[config.mk]
export PLATFORM = sky130hd
export DESIGN_NAME = greedy_word_wrap
export DESIGN_NICKNAME = d
export VERILOG_FILES = /design/src/hw/rtl/gww_pkg.sv /design/src/hw/rtl/greedy_word_wrap.sv /design/src/hw/rtl/gww_ram.sv /design/src/hw/rtl/gww_pack.sv /design/src/hw/rtl/gww_ctrl.sv
export SDC_FILE = /design/constraint.sdc
export NUM_CORES = 2
export LEC_CHECK = 0
export BUFFER_PORTS_ARGS = -buffer_cell sky130_fd_sc_hd__buf_2
export CORE_AREA = 5 5 532 534
export CTS_CLUSTER_DIAMETER = 100
export CTS_CLUSTER_SIZE = 28
export DETAILED_ROUTE_END_ITERATION = 8
export DIE_AREA = 0 0 537 539
export REMOVE_ABC_BUFFERS = 1
export SKIP_LAST_GASP = 1
export SYNTH_ARGS = -nofsm -noshare
export SYNTH_HDL_FRONTEND = slang
export SYNTH_SLANG_ARGS = --single-unit
[constraint.sdc]
create_clock -name aclk -period 5.1 [get_ports aclk]
set_input_delay 0.51 -clock aclk [delete_from_list [all_inputs] [get_ports aclk]]
set_output_delay 0.51 -clock aclk [all_outputs]
set_load 0.02 [all_outputs]
[src/hw/rtl/gww_pkg.sv]
// Shared types, constants and helpers of the greedy word wrapper.
package gww_pkg;

    localparam int MAX_WIDTH_DEF   = 255;
    localparam int BPR_DEF         = 8;
    localparam int MAX_RESULTS     = 32;
    localparam int LINE_NUM_W      = 24;
    localparam int COUNT_W         = 4;
    localparam int OUT_W           = 64;

    localparam logic [7:0]            RESET_WIDTH = 8'd80;
    localparam logic [7:0]            CHAR_NL     = 8'd10;
    localparam logic [7:0]            CHAR_TAB    = 8'd9;
    localparam logic [7:0]            CHAR_VT     = 8'd11;
    localparam logic [7:0]            CHAR_FF     = 8'd12;
    localparam logic [7:0]            CHAR_CR     = 8'd13;
    localparam logic [7:0]            CHAR_SP     = 8'd32;
    localparam logic [LINE_NUM_W-1:0] LINE_MAX    = 24'hFFFFFF;

    typedef enum logic [4:0] {
        S_IDLE,
        S_PT_FLUSH,
        S_PT_PUT,
        S_EL_START,
        S_EL_RD,
        S_EL_USE,
        S_EL_END,
        S_BRK_CHK,
        S_LO_RD,
        S_LO_USE,
        S_LO_DONE,
        S_WARN,
        S_HI_RD,
        S_HI_USE,
        S_ALL_RD,
        S_ALL_USE,
        S_CUT_RD,
        S_CUT_USE,
        S_CUT_NL,
        S_SK_RD,
        S_SK_USE,
        S_TAIL,
        S_LAST
    } ctl_state_t;

    typedef struct packed {
        logic                  put;
        logic                  flush;
        logic                  nl;
        logic                  tail;
        logic                  warn;
        logic                  fin;
        logic [7:0]            data;
        logic [LINE_NUM_W-1:0] line;
    } pk_cmd_t;

    function automatic logic is_ws(input logic [7:0] b);
        return (b == CHAR_TAB) || (b == CHAR_VT) || (b == CHAR_FF) ||
               (b == CHAR_CR) || (b == CHAR_SP);
    endfunction

endpackage

[src/hw/rtl/greedy_word_wrap.sv]
// Top level of the greedy word wrapper: config register, line store, sequencer and packer.
//
//  channel | ports              | direction | payload
//  --------+--------------------+-----------+--------------------------------------------
//  cfg     | cfg_valid/ready    | in        | cfg_data (line width)
//  s_      | s_valid/s_ready    | in        | s_in_byte, s_end_of_text
//  m_      | m_valid/m_ready    | out       | m_out_bytes, m_byte_count, m_newline_after,
//          |                    |           | m_too_long, m_line_number, m_last
//
//  A buffered byte passes the break check, tail and last states; each store entry visited
//  in a scan takes a read of the line store and a use of its registered data.
//  A break searches entries 0..W for whitespace, then emits the bytes before the cut.
//  Synchronous active-low reset; no clearing pass, entries are read only below the fill.
//  A full output register with m_ready low stalls the sequencer; s_ready is low meanwhile.
module greedy_word_wrap #(
    parameter int MAX_WIDTH        = gww_pkg::MAX_WIDTH_DEF,
    parameter int BYTES_PER_RESULT = gww_pkg::BPR_DEF
) (
    input  logic                                aclk,
    input  logic                                aresetn,
    input  logic                                cfg_valid,
    output logic                                cfg_ready,
    input  logic [7:0]                          cfg_data,
    input  logic                                s_valid,
    output logic                                s_ready,
    input  logic [7:0]                          s_in_byte,
    input  logic                                s_end_of_text,
    output logic                                m_valid,
    input  logic                                m_ready,
    output logic [gww_pkg::OUT_W-1:0]           m_out_bytes,
    output logic [gww_pkg::COUNT_W-1:0]         m_byte_count,
    output logic                                m_newline_after,
    output logic                                m_too_long,
    output logic [gww_pkg::LINE_NUM_W-1:0]      m_line_number,
    output logic                                m_last
);

    localparam int DEPTH = MAX_WIDTH + 1;
    localparam int AW    = $clog2(DEPTH);

    logic [7:0]       wrap_width_reg;
    logic             ram_we;
    logic [AW-1:0]    ram_waddr;
    logic [7:0]       ram_wdata;
    logic             ram_re;
    logic [AW-1:0]    ram_raddr;
    logic [7:0]       ram_rdata;
    gww_pkg::pk_cmd_t pk_cmd;
    logic             pk_ok;

    assign cfg_ready = 1'b1;

    always_ff @(posedge aclk) begin
        if (!aresetn) begin
            wrap_width_reg <= gww_pkg::RESET_WIDTH;
        end else if (cfg_valid) begin
            wrap_width_reg <= cfg_data;
        end
    end

    gww_ram #(
        .WIDTH (8),
        .DEPTH (DEPTH)
    ) u_line_store (
        .aclk    (aclk),
        .wr_en   (ram_we),
        .wr_addr (ram_waddr),
        .wr_data (ram_wdata),
        .rd_en   (ram_re),
        .rd_addr (ram_raddr),
        .rd_data (ram_rdata)
    );

    gww_ctrl #(
        .MAX_WIDTH (MAX_WIDTH)
    ) u_ctrl (
        .aclk          (aclk),
        .aresetn       (aresetn),
        .s_valid       (s_valid),
        .s_ready       (s_ready),
        .s_in_byte     (s_in_byte),
        .s_end_of_text (s_end_of_text),
        .wrap_width    (wrap_width_reg),
        .ram_we        (ram_we),
        .ram_waddr     (ram_waddr),
        .ram_wdata     (ram_wdata),
        .ram_re        (ram_re),
        .ram_raddr     (ram_raddr),
        .ram_rdata     (ram_rdata),
        .cmd           (pk_cmd),
        .pk_ok         (pk_ok)
    );

    gww_pack #(
        .BPR (BYTES_PER_RESULT)
    ) u_pack (
        .aclk            (aclk),
        .aresetn         (aresetn),
        .cmd             (pk_cmd),
        .ok              (pk_ok),
        .m_valid         (m_valid),
        .m_ready         (m_ready),
        .m_out_bytes     (m_out_bytes),
        .m_byte_count    (m_byte_count),
        .m_newline_after (m_newline_after),
        .m_too_long      (m_too_long),
        .m_line_number   (m_line_number),
        .m_last          (m_last)
    );

    a_busy_after_request: assert property (@(posedge aclk) disable iff (!aresetn)
        s_valid && s_ready |=> !s_ready)
        else $error("input ready held high after a request");

    a_line_only_on_warn: assert property (@(posedge aclk) disable iff (!aresetn)
        m_valid && !m_too_long |-> m_line_number == '0)
        else $error("line number without warning");

    a_count_in_range: assert property (@(posedge aclk) disable iff (!aresetn)
        m_valid |-> m_byte_count <= gww_pkg::COUNT_W'(BYTES_PER_RESULT))
        else $error("byte count above result size");

    a_plain_result_nonempty: assert property (@(posedge aclk) disable iff (!aresetn)
        m_valid && !m_newline_after && !m_too_long |-> m_byte_count != '0)
        else $error("empty result without line end or warning");

endmodule

[src/hw/rtl/gww_ram.sv]
// Generic single-port-write, single-port-read RAM with registered read.
module gww_ram #(
    parameter int WIDTH = 8,
    parameter int DEPTH = 256
) (
    input  logic                     aclk,
    input  logic                     wr_en,
    input  logic [$clog2(DEPTH)-1:0] wr_addr,
    input  logic [WIDTH-1:0]         wr_data,
    input  logic                     rd_en,
    input  logic [$clog2(DEPTH)-1:0] rd_addr,
    output logic [WIDTH-1:0]         rd_data
);

    logic [WIDTH-1:0] mem [DEPTH];

    always_ff @(posedge aclk) begin
        if (wr_en) begin
            mem[wr_addr] <= wr_data;
        end
        if (rd_en) begin
            rd_data <= mem[rd_addr];
        end
    end

endmodule

[src/hw/rtl/gww_pack.sv]
// Result packer: collects bytes, holds one pending result, drives the output register.
module gww_pack #(
    parameter int BPR = gww_pkg::BPR_DEF
) (
    input  logic                              aclk,
    input  logic                              aresetn,
    input  gww_pkg::pk_cmd_t                  cmd,
    output logic                              ok,
    output logic                              m_valid,
    input  logic                              m_ready,
    output logic [gww_pkg::OUT_W-1:0]         m_out_bytes,
    output logic [gww_pkg::COUNT_W-1:0]       m_byte_count,
    output logic                              m_newline_after,
    output logic                              m_too_long,
    output logic [gww_pkg::LINE_NUM_W-1:0]    m_line_number,
    output logic                              m_last
);

    localparam int CW  = gww_pkg::COUNT_W;
    localparam int LW  = gww_pkg::LINE_NUM_W;
    localparam int OW  = gww_pkg::OUT_W;
    localparam int RCW = $clog2(gww_pkg::MAX_RESULTS + 1);

    logic [OW-1:0]  cur_bytes_reg, cur_bytes_next;
    logic [CW-1:0]  cur_cnt_reg, cur_cnt_next;
    logic           cur_warn_reg, cur_warn_next;
    logic [LW-1:0]  cur_line_reg, cur_line_next;
    logic [RCW-1:0] res_cnt_reg, res_cnt_next;

    logic           pend_valid_reg, pend_valid_next;
    logic [OW-1:0]  pend_bytes_reg, pend_bytes_next;
    logic [CW-1:0]  pend_cnt_reg, pend_cnt_next;
    logic           pend_nl_reg, pend_nl_next;
    logic           pend_warn_reg, pend_warn_next;
    logic [LW-1:0]  pend_line_reg, pend_line_next;

    logic           out_valid_reg, out_valid_next;
    logic [OW-1:0]  out_bytes_reg, out_bytes_next;
    logic [CW-1:0]  out_cnt_reg, out_cnt_next;
    logic           out_nl_reg, out_nl_next;
    logic           out_warn_reg, out_warn_next;
    logic [LW-1:0]  out_line_reg, out_line_next;
    logic           out_last_reg, out_last_next;

    logic          full;
    logic          empty;
    logic          out_free;
    logic          room;
    logic          emit_ok;
    logic          emit;
    logic          fin_ok;
    logic [OW-1:0] base_bytes;
    logic [CW-1:0] base_cnt;

    always_comb begin
        full     = (cur_cnt_reg == CW'(BPR));
        empty    = (cur_cnt_reg == '0) && !cur_warn_reg;
        out_free = !out_valid_reg || m_ready;
        room     = (res_cnt_reg < RCW'(gww_pkg::MAX_RESULTS));
        emit_ok  = !room || !pend_valid_reg || out_free;
        fin_ok   = !pend_valid_reg || out_free;
        emit     = emit_ok && ((cmd.put && full) || (cmd.flush && !(cmd.tail && empty)));

        if (cmd.put) begin
            ok = !full || emit_ok;
        end else if (cmd.flush) begin
            ok = (cmd.tail && empty) || emit_ok;
        end else if (cmd.fin) begin
            ok = fin_ok;
        end else begin
            ok = 1'b1;
        end
    end

    always_comb begin
        cur_bytes_next  = cur_bytes_reg;
        cur_cnt_next    = cur_cnt_reg;
        cur_warn_next   = cur_warn_reg;
        cur_line_next   = cur_line_reg;
        res_cnt_next    = res_cnt_reg;
        pend_valid_next = pend_valid_reg;
        pend_bytes_next = pend_bytes_reg;
        pend_cnt_next   = pend_cnt_reg;
        pend_nl_next    = pend_nl_reg;
        pend_warn_next  = pend_warn_reg;
        pend_line_next  = pend_line_reg;
        out_valid_next  = out_valid_reg && !m_ready;
        out_bytes_next  = out_bytes_reg;
        out_cnt_next    = out_cnt_reg;
        out_nl_next     = out_nl_reg;
        out_warn_next   = out_warn_reg;
        out_line_next   = out_line_reg;
        out_last_next   = out_last_reg;

        if (emit) begin
            if (room) begin
                if (pend_valid_reg) begin
                    out_valid_next = 1'b1;
                    out_bytes_next = pend_bytes_reg;
                    out_cnt_next   = pend_cnt_reg;
                    out_nl_next    = pend_nl_reg;
                    out_warn_next  = pend_warn_reg;
                    out_line_next  = pend_line_reg;
                    out_last_next  = 1'b0;
                end
                pend_valid_next = 1'b1;
                pend_bytes_next = cur_bytes_reg;
                pend_cnt_next   = cur_cnt_reg;
                pend_nl_next    = cmd.flush && cmd.nl;
                pend_warn_next  = cur_warn_reg;
                pend_line_next  = cur_line_reg;
                res_cnt_next    = res_cnt_reg + 1'b1;
            end
            cur_bytes_next = '0;
            cur_cnt_next   = '0;
            cur_warn_next  = 1'b0;
            cur_line_next  = '0;
        end

        base_bytes = emit ? '0 : cur_bytes_reg;
        base_cnt   = emit ? '0 : cur_cnt_reg;
        if (cmd.put && (!full || emit_ok)) begin
            cur_bytes_next = base_bytes;
            for (int k = 0; k < BPR; k++) begin
                if (base_cnt == CW'(k)) begin
                    cur_bytes_next[8*k +: 8] = cmd.data;
                end
            end
            cur_cnt_next = base_cnt + 1'b1;
        end

        if (cmd.warn) begin
            cur_warn_next = 1'b1;
            cur_line_next = cmd.line;
        end

        if (cmd.fin && fin_ok) begin
            if (pend_valid_reg) begin
                out_valid_next = 1'b1;
                out_bytes_next = pend_bytes_reg;
                out_cnt_next   = pend_cnt_reg;
                out_nl_next    = pend_nl_reg;
                out_warn_next  = pend_warn_reg;
                out_line_next  = pend_line_reg;
                out_last_next  = 1'b1;
            end
            pend_valid_next = 1'b0;
            res_cnt_next    = '0;
        end
    end

    always_ff @(posedge aclk) begin
        if (!aresetn) begin
            cur_bytes_reg  <= '0;
            cur_cnt_reg    <= '0;
            cur_warn_reg   <= 1'b0;
            cur_line_reg   <= '0;
            res_cnt_reg    <= '0;
            pend_valid_reg <= 1'b0;
            out_valid_reg  <= 1'b0;
        end else begin
            cur_bytes_reg  <= cur_bytes_next;
            cur_cnt_reg    <= cur_cnt_next;
            cur_warn_reg   <= cur_warn_next;
            cur_line_reg   <= cur_line_next;
            res_cnt_reg    <= res_cnt_next;
            pend_valid_reg <= pend_valid_next;
            out_valid_reg  <= out_valid_next;
        end
        pend_bytes_reg <= pend_bytes_next;
        pend_cnt_reg   <= pend_cnt_next;
        pend_nl_reg    <= pend_nl_next;
        pend_warn_reg  <= pend_warn_next;
        pend_line_reg  <= pend_line_next;
        out_bytes_reg  <= out_bytes_next;
        out_cnt_reg    <= out_cnt_next;
        out_nl_reg     <= out_nl_next;
        out_warn_reg   <= out_warn_next;
        out_line_reg   <= out_line_next;
        out_last_reg   <= out_last_next;
    end

    assign m_valid         = out_valid_reg;
    assign m_out_bytes     = out_bytes_reg;
    assign m_byte_count    = out_cnt_reg;
    assign m_newline_after = out_nl_reg;
    assign m_too_long      = out_warn_reg;
    assign m_line_number   = out_line_reg;
    assign m_last          = out_last_reg;

endmodule

[src/hw/rtl/gww_ctrl.sv]
// Line sequencer: buffers bytes in the ring store, scans it for breaks and drives the packer.
module gww_ctrl #(
    parameter int MAX_WIDTH = gww_pkg::MAX_WIDTH_DEF
) (
    input  logic                                 aclk,
    input  logic                                 aresetn,
    input  logic                                 s_valid,
    output logic                                 s_ready,
    input  logic [7:0]                           s_in_byte,
    input  logic                                 s_end_of_text,
    input  logic [7:0]                           wrap_width,
    output logic                                 ram_we,
    output logic [$clog2(MAX_WIDTH+1)-1:0]       ram_waddr,
    output logic [7:0]                           ram_wdata,
    output logic                                 ram_re,
    output logic [$clog2(MAX_WIDTH+1)-1:0]       ram_raddr,
    input  logic [7:0]                           ram_rdata,
    output gww_pkg::pk_cmd_t                     cmd,
    input  logic                                 pk_ok
);

    localparam int DEPTH = MAX_WIDTH + 1;
    localparam int AW    = $clog2(DEPTH);
    localparam int FW    = $clog2(MAX_WIDTH + 2);
    localparam int SW    = FW + 1;
    localparam int CPW   = (FW > 8) ? FW : 8;
    localparam int LW    = gww_pkg::LINE_NUM_W;

    gww_pkg::ctl_state_t state_reg, state_next;

    logic [FW-1:0] fill_reg, fill_next;
    logic [AW-1:0] head_reg, head_next;
    logic [FW-1:0] idx_reg, idx_next;
    logic [FW-1:0] cut_reg, cut_next;
    logic          found_reg, found_next;
    logic          seen_reg, seen_next;
    logic [7:0]    byte_reg, byte_next;
    logic          pass_reg, pass_next;
    logic          skip_reg, skip_next;
    logic          started_reg, started_next;
    logic [LW-1:0] lcount_reg, lcount_next;

    logic [CPW-1:0] lw_ext;
    logic [CPW-1:0] ew_wide;
    logic [FW-1:0]  ew;
    logic [FW-1:0]  idx_inc;
    logic           accept;
    logic           in_ws;
    logic           rd_ws;

    function automatic logic [AW-1:0] phys(input logic [AW-1:0] base, input logic [FW-1:0] off);
        logic [SW-1:0] s;
        s = SW'(base) + SW'(off);
        if (s >= SW'(DEPTH)) begin
            s = s - SW'(DEPTH);
        end
        return AW'(s);
    endfunction

    always_comb begin
        lw_ext = CPW'(wrap_width);
        if (lw_ext == '0) begin
            ew_wide = CPW'(1);
        end else if (lw_ext > CPW'(MAX_WIDTH)) begin
            ew_wide = CPW'(MAX_WIDTH);
        end else begin
            ew_wide = lw_ext;
        end
        ew      = FW'(ew_wide);
        idx_inc = idx_reg + 1'b1;
        accept  = s_valid && (state_reg == gww_pkg::S_IDLE);
        in_ws   = gww_pkg::is_ws(s_in_byte);
        rd_ws   = gww_pkg::is_ws(ram_rdata);
    end

    always_comb begin
        state_next   = state_reg;
        fill_next    = fill_reg;
        head_next    = head_reg;
        idx_next     = idx_reg;
        cut_next     = cut_reg;
        found_next   = found_reg;
        seen_next    = seen_reg;
        byte_next    = byte_reg;
        pass_next    = pass_reg;
        skip_next    = skip_reg;
        started_next = started_reg;
        lcount_next  = lcount_reg;

        case (state_reg)
            gww_pkg::S_IDLE: begin
                if (accept) begin
                    byte_next = s_in_byte;
                    if (s_end_of_text) begin
                        lcount_next = '0;
                        state_next  = started_reg ? gww_pkg::S_EL_START : gww_pkg::S_TAIL;
                    end else begin
                        if (!started_reg) begin
                            started_next = 1'b1;
                            if (lcount_reg != gww_pkg::LINE_MAX) begin
                                lcount_next = lcount_reg + 1'b1;
                            end
                        end
                        if (s_in_byte == gww_pkg::CHAR_NL) begin
                            state_next = gww_pkg::S_EL_START;
                        end else if (pass_reg) begin
                            state_next = in_ws ? gww_pkg::S_PT_FLUSH : gww_pkg::S_PT_PUT;
                        end else if (!(skip_reg && in_ws)) begin
                            skip_next  = 1'b0;
                            fill_next  = fill_reg + 1'b1;
                            state_next = gww_pkg::S_BRK_CHK;
                        end else begin
                            state_next = gww_pkg::S_TAIL;
                        end
                    end
                end
            end
            gww_pkg::S_PT_FLUSH: begin
                if (pk_ok) begin
                    pass_next  = 1'b0;
                    skip_next  = 1'b1;
                    state_next = gww_pkg::S_TAIL;
                end
            end
            gww_pkg::S_PT_PUT: begin
                if (pk_ok) begin
                    state_next = gww_pkg::S_TAIL;
                end
            end
            gww_pkg::S_EL_START: begin
                seen_next = 1'b0;
                idx_next  = '0;
                if (pass_reg) begin
                    if (pk_ok) begin
                        state_next = gww_pkg::S_EL_END;
                    end
                end else if (fill_reg == '0) begin
                    state_next = gww_pkg::S_EL_END;
                end else begin
                    state_next = gww_pkg::S_EL_RD;
                end
            end
            gww_pkg::S_EL_RD: begin
                state_next = gww_pkg::S_EL_USE;
            end
            gww_pkg::S_EL_USE: begin
                if (pk_ok) begin
                    if (seen_reg || !rd_ws) begin
                        seen_next = 1'b1;
                    end
                    idx_next   = idx_inc;
                    state_next = (idx_inc == fill_reg) ? gww_pkg::S_EL_END : gww_pkg::S_EL_RD;
                end
            end
            gww_pkg::S_EL_END: begin
                if (pk_ok) begin
                    fill_next    = '0;
                    pass_next    = 1'b0;
                    skip_next    = 1'b0;
                    started_next = 1'b0;
                    state_next   = gww_pkg::S_TAIL;
                end
            end
            gww_pkg::S_BRK_CHK: begin
                idx_next   = '0;
                found_next = 1'b0;
                state_next = (fill_reg > ew) ? gww_pkg::S_LO_RD : gww_pkg::S_TAIL;
            end
            gww_pkg::S_LO_RD: begin
                state_next = gww_pkg::S_LO_USE;
            end
            gww_pkg::S_LO_USE: begin
                if (rd_ws) begin
                    found_next = 1'b1;
                    cut_next   = idx_reg;
                end
                idx_next   = idx_inc;
                state_next = (idx_reg == ew) ? gww_pkg::S_LO_DONE : gww_pkg::S_LO_RD;
            end
            gww_pkg::S_LO_DONE: begin
                idx_next = '0;
                if (!found_reg) begin
                    state_next = gww_pkg::S_WARN;
                end else if (cut_reg == '0) begin
                    state_next = gww_pkg::S_CUT_NL;
                end else begin
                    state_next = gww_pkg::S_CUT_RD;
                end
            end
            gww_pkg::S_WARN: begin
                if (ew + 1'b1 < fill_reg) begin
                    idx_next   = ew + 1'b1;
                    state_next = gww_pkg::S_HI_RD;
                end else begin
                    idx_next   = '0;
                    state_next = gww_pkg::S_ALL_RD;
                end
            end
            gww_pkg::S_HI_RD: begin
                state_next = gww_pkg::S_HI_USE;
            end
            gww_pkg::S_HI_USE: begin
                if (rd_ws) begin
                    cut_next   = idx_reg;
                    idx_next   = '0;
                    state_next = gww_pkg::S_CUT_RD;
                end else if (idx_inc == fill_reg) begin
                    idx_next   = '0;
                    state_next = gww_pkg::S_ALL_RD;
                end else begin
                    idx_next   = idx_inc;
                    state_next = gww_pkg::S_HI_RD;
                end
            end
            gww_pkg::S_ALL_RD: begin
                state_next = gww_pkg::S_ALL_USE;
            end
            gww_pkg::S_ALL_USE: begin
                if (pk_ok) begin
                    idx_next = idx_inc;
                    if (idx_inc == fill_reg) begin
                        fill_next  = '0;
                        pass_next  = 1'b1;
                        state_next = gww_pkg::S_TAIL;
                    end else begin
                        state_next = gww_pkg::S_ALL_RD;
                    end
                end
            end
            gww_pkg::S_CUT_RD: begin
                state_next = gww_pkg::S_CUT_USE;
            end
            gww_pkg::S_CUT_USE: begin
                if (pk_ok) begin
                    idx_next   = idx_inc;
                    state_next = (idx_inc == cut_reg) ? gww_pkg::S_CUT_NL : gww_pkg::S_CUT_RD;
                end
            end
            gww_pkg::S_CUT_NL: begin
                if (pk_ok) begin
                    idx_next = cut_reg + 1'b1;
                    if (cut_reg + 1'b1 >= fill_reg) begin
                        fill_next  = '0;
                        skip_next  = 1'b1;
                        state_next = gww_pkg::S_BRK_CHK;
                    end else begin
                        state_next = gww_pkg::S_SK_RD;
                    end
                end
            end
            gww_pkg::S_SK_RD: begin
                state_next = gww_pkg::S_SK_USE;
            end
            gww_pkg::S_SK_USE: begin
                if (rd_ws) begin
                    idx_next = idx_inc;
                    if (idx_inc >= fill_reg) begin
                        fill_next  = '0;
                        skip_next  = 1'b1;
                        state_next = gww_pkg::S_BRK_CHK;
                    end else begin
                        state_next = gww_pkg::S_SK_RD;
                    end
                end else begin
                    head_next  = phys(head_reg, idx_reg);
                    fill_next  = fill_reg - idx_reg;
                    state_next = gww_pkg::S_BRK_CHK;
                end
            end
            gww_pkg::S_TAIL: begin
                if (pk_ok) begin
                    state_next = gww_pkg::S_LAST;
                end
            end
            gww_pkg::S_LAST: begin
                if (pk_ok) begin
                    state_next = gww_pkg::S_IDLE;
                end
            end
            default: begin
                state_next = gww_pkg::S_IDLE;
            end
        endcase
    end

    always_comb begin
        s_ready   = (state_reg == gww_pkg::S_IDLE);
        ram_we    = accept && !s_end_of_text && (s_in_byte != gww_pkg::CHAR_NL) &&
                    !pass_reg && !(skip_reg && in_ws);
        ram_waddr = phys(head_reg, fill_reg);
        ram_wdata = s_in_byte;
        ram_re    = 1'b0;
        ram_raddr = phys(head_reg, idx_reg);
        cmd       = '0;
        cmd.data  = ram_rdata;
        cmd.line  = lcount_reg;

        case (state_reg)
            gww_pkg::S_EL_RD, gww_pkg::S_LO_RD, gww_pkg::S_HI_RD,
            gww_pkg::S_ALL_RD, gww_pkg::S_CUT_RD, gww_pkg::S_SK_RD: begin
                ram_re = 1'b1;
            end
            gww_pkg::S_PT_FLUSH, gww_pkg::S_CUT_NL: begin
                cmd.flush = 1'b1;
                cmd.nl    = 1'b1;
            end
            gww_pkg::S_PT_PUT: begin
                cmd.put  = 1'b1;
                cmd.data = byte_reg;
            end
            gww_pkg::S_EL_START: begin
                cmd.flush = pass_reg;
                cmd.nl    = 1'b1;
            end
            gww_pkg::S_EL_USE: begin
                cmd.put = seen_reg || !rd_ws;
            end
            gww_pkg::S_EL_END: begin
                cmd.flush = seen_reg;
                cmd.nl    = 1'b1;
            end
            gww_pkg::S_WARN: begin
                cmd.warn = 1'b1;
            end
            gww_pkg::S_ALL_USE, gww_pkg::S_CUT_USE: begin
                cmd.put = 1'b1;
            end
            gww_pkg::S_TAIL: begin
                cmd.flush = 1'b1;
                cmd.tail  = 1'b1;
            end
            gww_pkg::S_LAST: begin
                cmd.fin = 1'b1;
            end
            default: begin
                cmd.put = 1'b0;
            end
        endcase
    end

    always_ff @(posedge aclk) begin
        if (!aresetn) begin
            state_reg   <= gww_pkg::S_IDLE;
            fill_reg    <= '0;
            head_reg    <= '0;
            pass_reg    <= 1'b0;
            skip_reg    <= 1'b0;
            started_reg <= 1'b0;
            lcount_reg  <= '0;
        end else begin
            state_reg   <= state_next;
            fill_reg    <= fill_next;
            head_reg    <= head_next;
            pass_reg    <= pass_next;
            skip_reg    <= skip_next;
            started_reg <= started_next;
            lcount_reg  <= lcount_next;
        end
        idx_reg   <= idx_next;
        cut_reg   <= cut_next;
        found_reg <= found_next;
        seen_reg  <= seen_next;
        byte_reg  <= byte_next;
    end

endmodule

Word-level counts from Yosys, hierarchy flattened:

Memories as Yosys holds them, arrays and structs flattened. A register that Yosys moved wholly into a read port is not among the register bits.
Index checks and enable logic that the tools add are counted.

* bits in registers: 375
* bits in writable memories: 2048
* input bits: 22
* output and inout bits: 98
* word-level logic and storage cells: 348
* memories: 1

* add/sub/neg operators: 12
* $lt $le $gt $ge: 7
* equality and inequality tests: 71
* muxes and demuxes: 144
* bitwise logic cells: 2
* reductions and logical operators: 80

Memories
* u_line_store.mem: depth 256, bits a word 8, rd ports 1, clocked after Yosys merged registers in 1, write ports 1, line gww_ram.sv:15 `logic [WIDTH-1:0] mem [DEPTH];`

Operators with widths (number)
* 64-bit 2-to-1 mux: 7
* 24-bit 2-to-1 mux: 10
* 9-bit 2-to-1 mux: 18
* 5-bit 2-to-1 mux: 22
* 5-bit one-hot mux with 21 select lines: 1
* 8-bit 2-to-1 mux: 12
* 8-bit by 4-bit == test with 1-bit output, second input constant: 9
* 9-bit one-hot mux with 7 select lines: 1
* 1-bit 2-to-1 mux: 50
* 9-bit one-hot mux with 5 select lines: 1
* 5-bit by 4-bit == test with 1-bit output, second input constant: 8
* 5-bit == test, second input constant: 7
* 4-bit 2-to-1 mux: 7
* 9-bit by 1-bit adder with 9-bit output, second input constant: 3
* 2-bit != test, second input constant: 13
* 24-bit by 1-bit adder with 24-bit output, second input constant: 1
* 24-bit != test, second input constant: 1
* 12-bit AND reduction: 2
* 8-bit by 9-bit adder with 10-bit output: 2
* 5-bit by 3-bit == test with 1-bit output, second input constant: 4
* 10-bit by 9-bit greater-or-equal comparator with 1-bit output, second input constant: 2
* 2-bit by 1-bit != test with 1-bit output, second input constant: 10
* 9-bit == test: 2
* 9-bit greater-or-equal comparator: 2
* other kinds (41): 121

Depth between registers and ports, before layout:

* word-level depth: 15
* gate-level depth with buffers: 18
* depth with buffers taken out: 14

Cells and area by module:

Synthesis repeated with hierarchy kept, for this count alone.

* cells, all modules: 5351
* area, all modules: 96766.6 µm²

Modules (own cells, without submodules)
* gww_ram: instances 1, cells each 3733, area each 79636.4 µm²
* gww_pack: instances 1, cells each 720, area each 9831.9 µm²
* gww_ctrl: instances 1, cells each 871, area each 6990.5 µm²
* greedy_word_wrap: instances 1, cells each 27, area each 307.8 µm²

Worst setup path before layout:

No wires, ideal clock.

* kind: flip-flop to flip-flop
* start: reg u_line_store.rd_data[2] (read register of u_line_store.mem)
* end: reg u_pack.cur_bytes_reg[61]
* arrival: 3.754 ns
* data required time: 5.030 ns
* path slack: 1.276 ns
* stages on the path, launching flop included: 17
* buffers on the path: 4
* clock period less this slack: 3.824 ns
* cell sequence: edfxtp_1 -> or4b_1 -> a21oi_2 -> o21ai_0 -> o211a_1 -> o21ai_0 -> clkbuf_1 -> buf_2 -> nand2_1 -> inv_1 -> ha_1 -> inv_1 -> or4_1 -> clkbuf_1 -> buf_2 -> or2_2 -> a21oi_1

* word-level cells in the longest chain between the ends: 15
* elaborated cells on any way between the ends: 21
* classes of those cells: eq/ne (6); mux (5); reduce/logical (10)

Ends and longest elaborated chain
* from (decl): line gww_ram.sv:12 `output logic [WIDTH-1:0] rd_data`
* 8-bit by 4-bit == test with 1-bit output: line gww_pkg.sv:58 `return (b == CHAR_TAB) || (b == CHAR_VT) || (b == CHAR_FF) ||`
* 1-bit logical OR (3 in series): line gww_pkg.sv:58
* 1-bit logical OR *: line gww_pkg.sv:59 `(b == CHAR_CR) || (b == CHAR_SP);`
* 1-bit zero test *: line gww_ctrl.sv:316 `cmd.put = seen_reg || !rd_ws;`
* 1-bit logical OR *: line gww_ctrl.sv:316
* 1-bit one-hot mux with 2 select lines *: line gww_ctrl.sv:298 `case (state_reg)`
* 1-bit logical AND: line gww_pack.sv:62 `emit = emit_ok && ((cmd.put && full) || (cmd.flush && !(cmd.tail && empty)));`
* 1-bit logical OR: line gww_pack.sv:62
* 1-bit logical AND: line gww_pack.sv:62
* 4-bit 2-to-1 mux
* 4-bit by 3-bit == test with 1-bit output: line gww_pack.sv:125 `if (base_cnt == CW'(k)) begin`
* 8-bit 2-to-1 mux: line gww_pack.sv:125
* 64-bit 2-to-1 mux *: line gww_pack.sv:122 `if (cmd.put && (!full || emit_ok)) begin`
* to (signal assigned): line gww_pack.sv:162 `cur_bytes_reg <= cur_bytes_next;`
* to (decl): line gww_pack.sv:24 `logic [OW-1:0] cur_bytes_reg, cur_bytes_next;`

Mark *: on every way between the ends. The rest lies on a longest branch, timed or not.
A chain may end at the register's enable or synchronous reset.

Worst setup path in the final report:

* start: reg u_ctrl.fill_reg[0]
* end: mem u_line_store.mem[91][5] (enable)

* word-level cells in the longest chain between the ends: 3
* elaborated cells on any way between the ends: 4
* classes of those cells: add/sub (2); order compare (1); mux (1)

Ends and longest elaborated chain
* from (decl): line gww_ctrl.sv:31 `logic [FW-1:0] fill_reg, fill_next;`
* from (signal assigned): line gww_ctrl.sv:352 `fill_reg <= fill_next;`
* 8-bit by 9-bit adder with 10-bit output *: line gww_ctrl.sv:53 `s = SW'(base) + SW'(off);`
* 8-bit by 1-bit subtractor with 8-bit output or 10-bit by 9-bit greater-or-equal comparator with 1-bit output (tied branches): line gww_ctrl.sv:55, gww_ctrl.sv:54
* 8-bit 2-to-1 mux *: line gww_ctrl.sv:54 `if (s >= SW'(DEPTH)) begin`
* to (decl): line gww_ram.sv:15

Marks and branches as above.

==> impl_results.md <==
* Outcome: finished, final reports clean
* Residual overflow from global routing at 0
* Max VDD drop at 340 uV
* Post-Syn Area at 96700 um2
* HPWL after DPL at 171000 um
* Clock network power share at 0.197
* Internal at 33.6 mW
* Max reg flops at 2048
* CTS tree: done
* Initial antenna violation count at 5
* Worst path cell trace: ha_1 -> a21o_1 -> a21oi_1 -> o21bai_1 -> a21oi_1 -> buf_4 -> xnor2_2 -> nand3_1 -> nor2_1
* Share of post-route cells with drive strength above 1 at 0.248
* Placed Area at 104000 um2
* DR pass1 iterations at 7
* Tcrit/Tclk final at 0.889
* Synth warn at 0
* Rows at 194
* Setup Skew at 0.0897 ns
* CP Max Fanout at 21
* Final nets at 5660
* RSZ-0062 raised after global routing: false
* Required time worst endpoint at 5.50 ns
* DR WL/cell at 27.6 um
* DRT antenna net count at 0
* Reg power frac at 0.457
* Setup CP Type: reg -> reg
* Sequential-to-total area share from yosys stat at 0.729
* Tmin final at 4.53 ns
* Util after Layout at 0.386
* Gp weighted congestion at 0.918
* Drt initial violations at 6168
* Slew Limit Headroom at 0.133
* Slowest-stage cell, CP: nor2_1
* Post-Place Setup Slack at 0.607 ns
* Logic pwr share at 0.347
* Peak Freq at 221 MHz
* Final setup vio count at 0
* Clock Pin Slew Worst Setup and Hold Paths at 0.10 ns
* Crit. End Element: flip-flop
* Sw Ratio at 0.340
* Area delta synth->final at 11.0%
* Port bufs at 118
* TritonCTS Buffers at 102
* Most used cell, CP: a21oi_1
* Worst Max-Slew Pin Slew at 1.30 ns
* I/O pins at 120
* Max Transition Viols Final at 0
* DIE HEIGHT at 539 um
* Maxcap violations at 0
* Die X-Extent at 537 um
* Synth cell types at 95
* DRT Wirelength at 257000 um
* Hold Crit Start: cfg_data[2]
* Vias in the first global route at 51085
* Largest register by flop count: u_line_store.mem
* Largest delay share family, worst path: simple AND/OR/NAND/NOR gates
* Worst hold path class: in -> reg
* Die footprint at 289000 um2
* RR Startpoint: u_ctrl.fill_reg[0]$_SDFFE_PN0P_
* Psw at 17.3 mW
* Gr usage total at 0.173
* Post-synth EDFFs at 2178
* Total number of vias at 51786
* Post-route setup slack at 0.569 ns
* PD cells at 474 nW/um2
* Synth Register Bits at 2431
* Most common flop cell mapped by yosys: edfxtp_1
* Startpoint Class: flip-flop
* Root Driver: clkbuf_16
* Pwr Total at 50.9 mW
* Top cell type's share of synthesized area at 0.676
* Core Region at 278000 um2
* Crit path buf inv count at 1
* Syn Area/Cell at 18.4 um2
* CTS resizes at 0
* Post-route cell area at 107000 um2
* Leakage power at 33.7 nW
* Top-count cell post-synth: edfxtp_1
* Synth top cells by count: 2178 x edfxtp_1, 572 x mux4_2, 289 x nor2_1, 253 x dfxtp_1, 248 x nand3_1
* Post-Syn Instances at 5252
* Initial core utilization at 0.348
* Clock buffer depth at 3
* Global-route wire length before repair at 372000 um
* Top cells by area, synth: edfxtp_1 68%, mux4_2 13%, dfxtp_1 5.2%
* Hold Fails Final Rpt at 0
* Max H-tree Level at 3
* Ys async rst share at 0
* Largest net degree at the start of global routing at 169
* Worst-Skew Late Latency at 0.81 ns
* Residual DRC at 0
* CP peak stage delay at 0.93 ns
* Area leader, netlist: edfxtp_1
* Worst Setup SP: u_ctrl.fill_reg[0]$_SDFFE_PN0P_
* Via density at 5.55
* Sink Count at 2431
* Critical path arrival at 4.93 ns
==> kinds of logic after synthesis <==
group / synth area share
buffers and inverters: 0.0152
other: 0.0000388
DFF: 0.729
xor gates and xnor gates: 0.00724
adders and majority gates: 0.00942
muxes: 0.150
AOI/OAI and AO/OA: 0.0374
and+or+nand+nor: 0.0524
==> path summary, 6_finish.rpt <==
path / endpoint / cells after the start / slack, ns
worst min-delay path: wrap_width_reg[2]$_SDFFE_PN0P_ / 3 / 0.05
worst max register to register: u_line_store.mem[91][5]$_DFFE_PP_ / 9 / 0.57
worst max-delay path: u_line_store.mem[91][5]$_DFFE_PP_ / 9 / 0.57
worst min register to register: u_pack.pend_line_reg[2]$_DFFE_PP_ / 0 / 0.42
==> worst min-delay path, delay by kind of cell <==
family	cells	cell delay, ns
mux	1	0.07
simple gates	1	0.07
buf+inv	1	0.11
==> power groups by stage <==
stage	combinational (mW)	sequential (mW)	clock, mW
2_1_floorplan	9.36	24.0	0
3_3_place_gp	17.6	23.7	0
6_report	17.7	23.3	10.0
3_5_place_dp	17.6	23.7	0
5_1_grt	18.6	23.3	11.0
4_1_cts	17.7	23.2	10.2
==> per-stage QoR <==
| step | hold slack [ns] | std cells | setup TNS, ns |
|---|---|---|---|
| finish | 0.0541 | 9332 | 0 |
| global route | 0.0286 | 9330 | 0 |
| CTS | 0.000436 | 9329 | 0 |
| detailed placement | 0.418 | 9180 | 0 |
| global placement | 0.415 | 9180 | 0 |
| floorplan | 0.408 | 4955 | -3364.22 |
==> cells in the final DEF, fill, tap and decap left out, types with 90 or more instances in the layout <==
master	Yosys	layout
a21oi_1	133	133
nand3_1	248	248
nor2_1	289	288
nor3_1	93	90
mux4_2	572	572
mux2_2	122	122
buf_4	8	356
edfxtp_1	2178	2178
clkbuf_16	0	104
nand2_1	238	237
dfxtp_1	253	253
buf_2	73	111
==> timing repair <==
action                    4_1_cts  5_1_grt
setup buffers                   0        0
hold buffers                    6        0
hold endpoints to repair       16        0
==> per-layer routing <==
metal / vias to the layer above / global-route usage / routed length, um
met3: 308 / 0.0314 / 21500
met1: 27458 / 0.251 / 109000
met5: - / 0 / 13
met4: 2 / 0.0470 / 8020
li1: 21738 / - / -
met2: 2280 / 0.269 / 119000
==> layout make-up <==
cell class	count	area, um2
Fill cell	25128	171000
Sequential cell	2431	70500
Multi-Input combinational cell	2463	25000
Tap cell	3724	4660
Timing Repair Buffer	508	3950
Clock buffer	124	2690
Clock inverter	19	319
Inverter	61	230
Antenna cell	2	5.00
(Power assumes the default switching activity.)
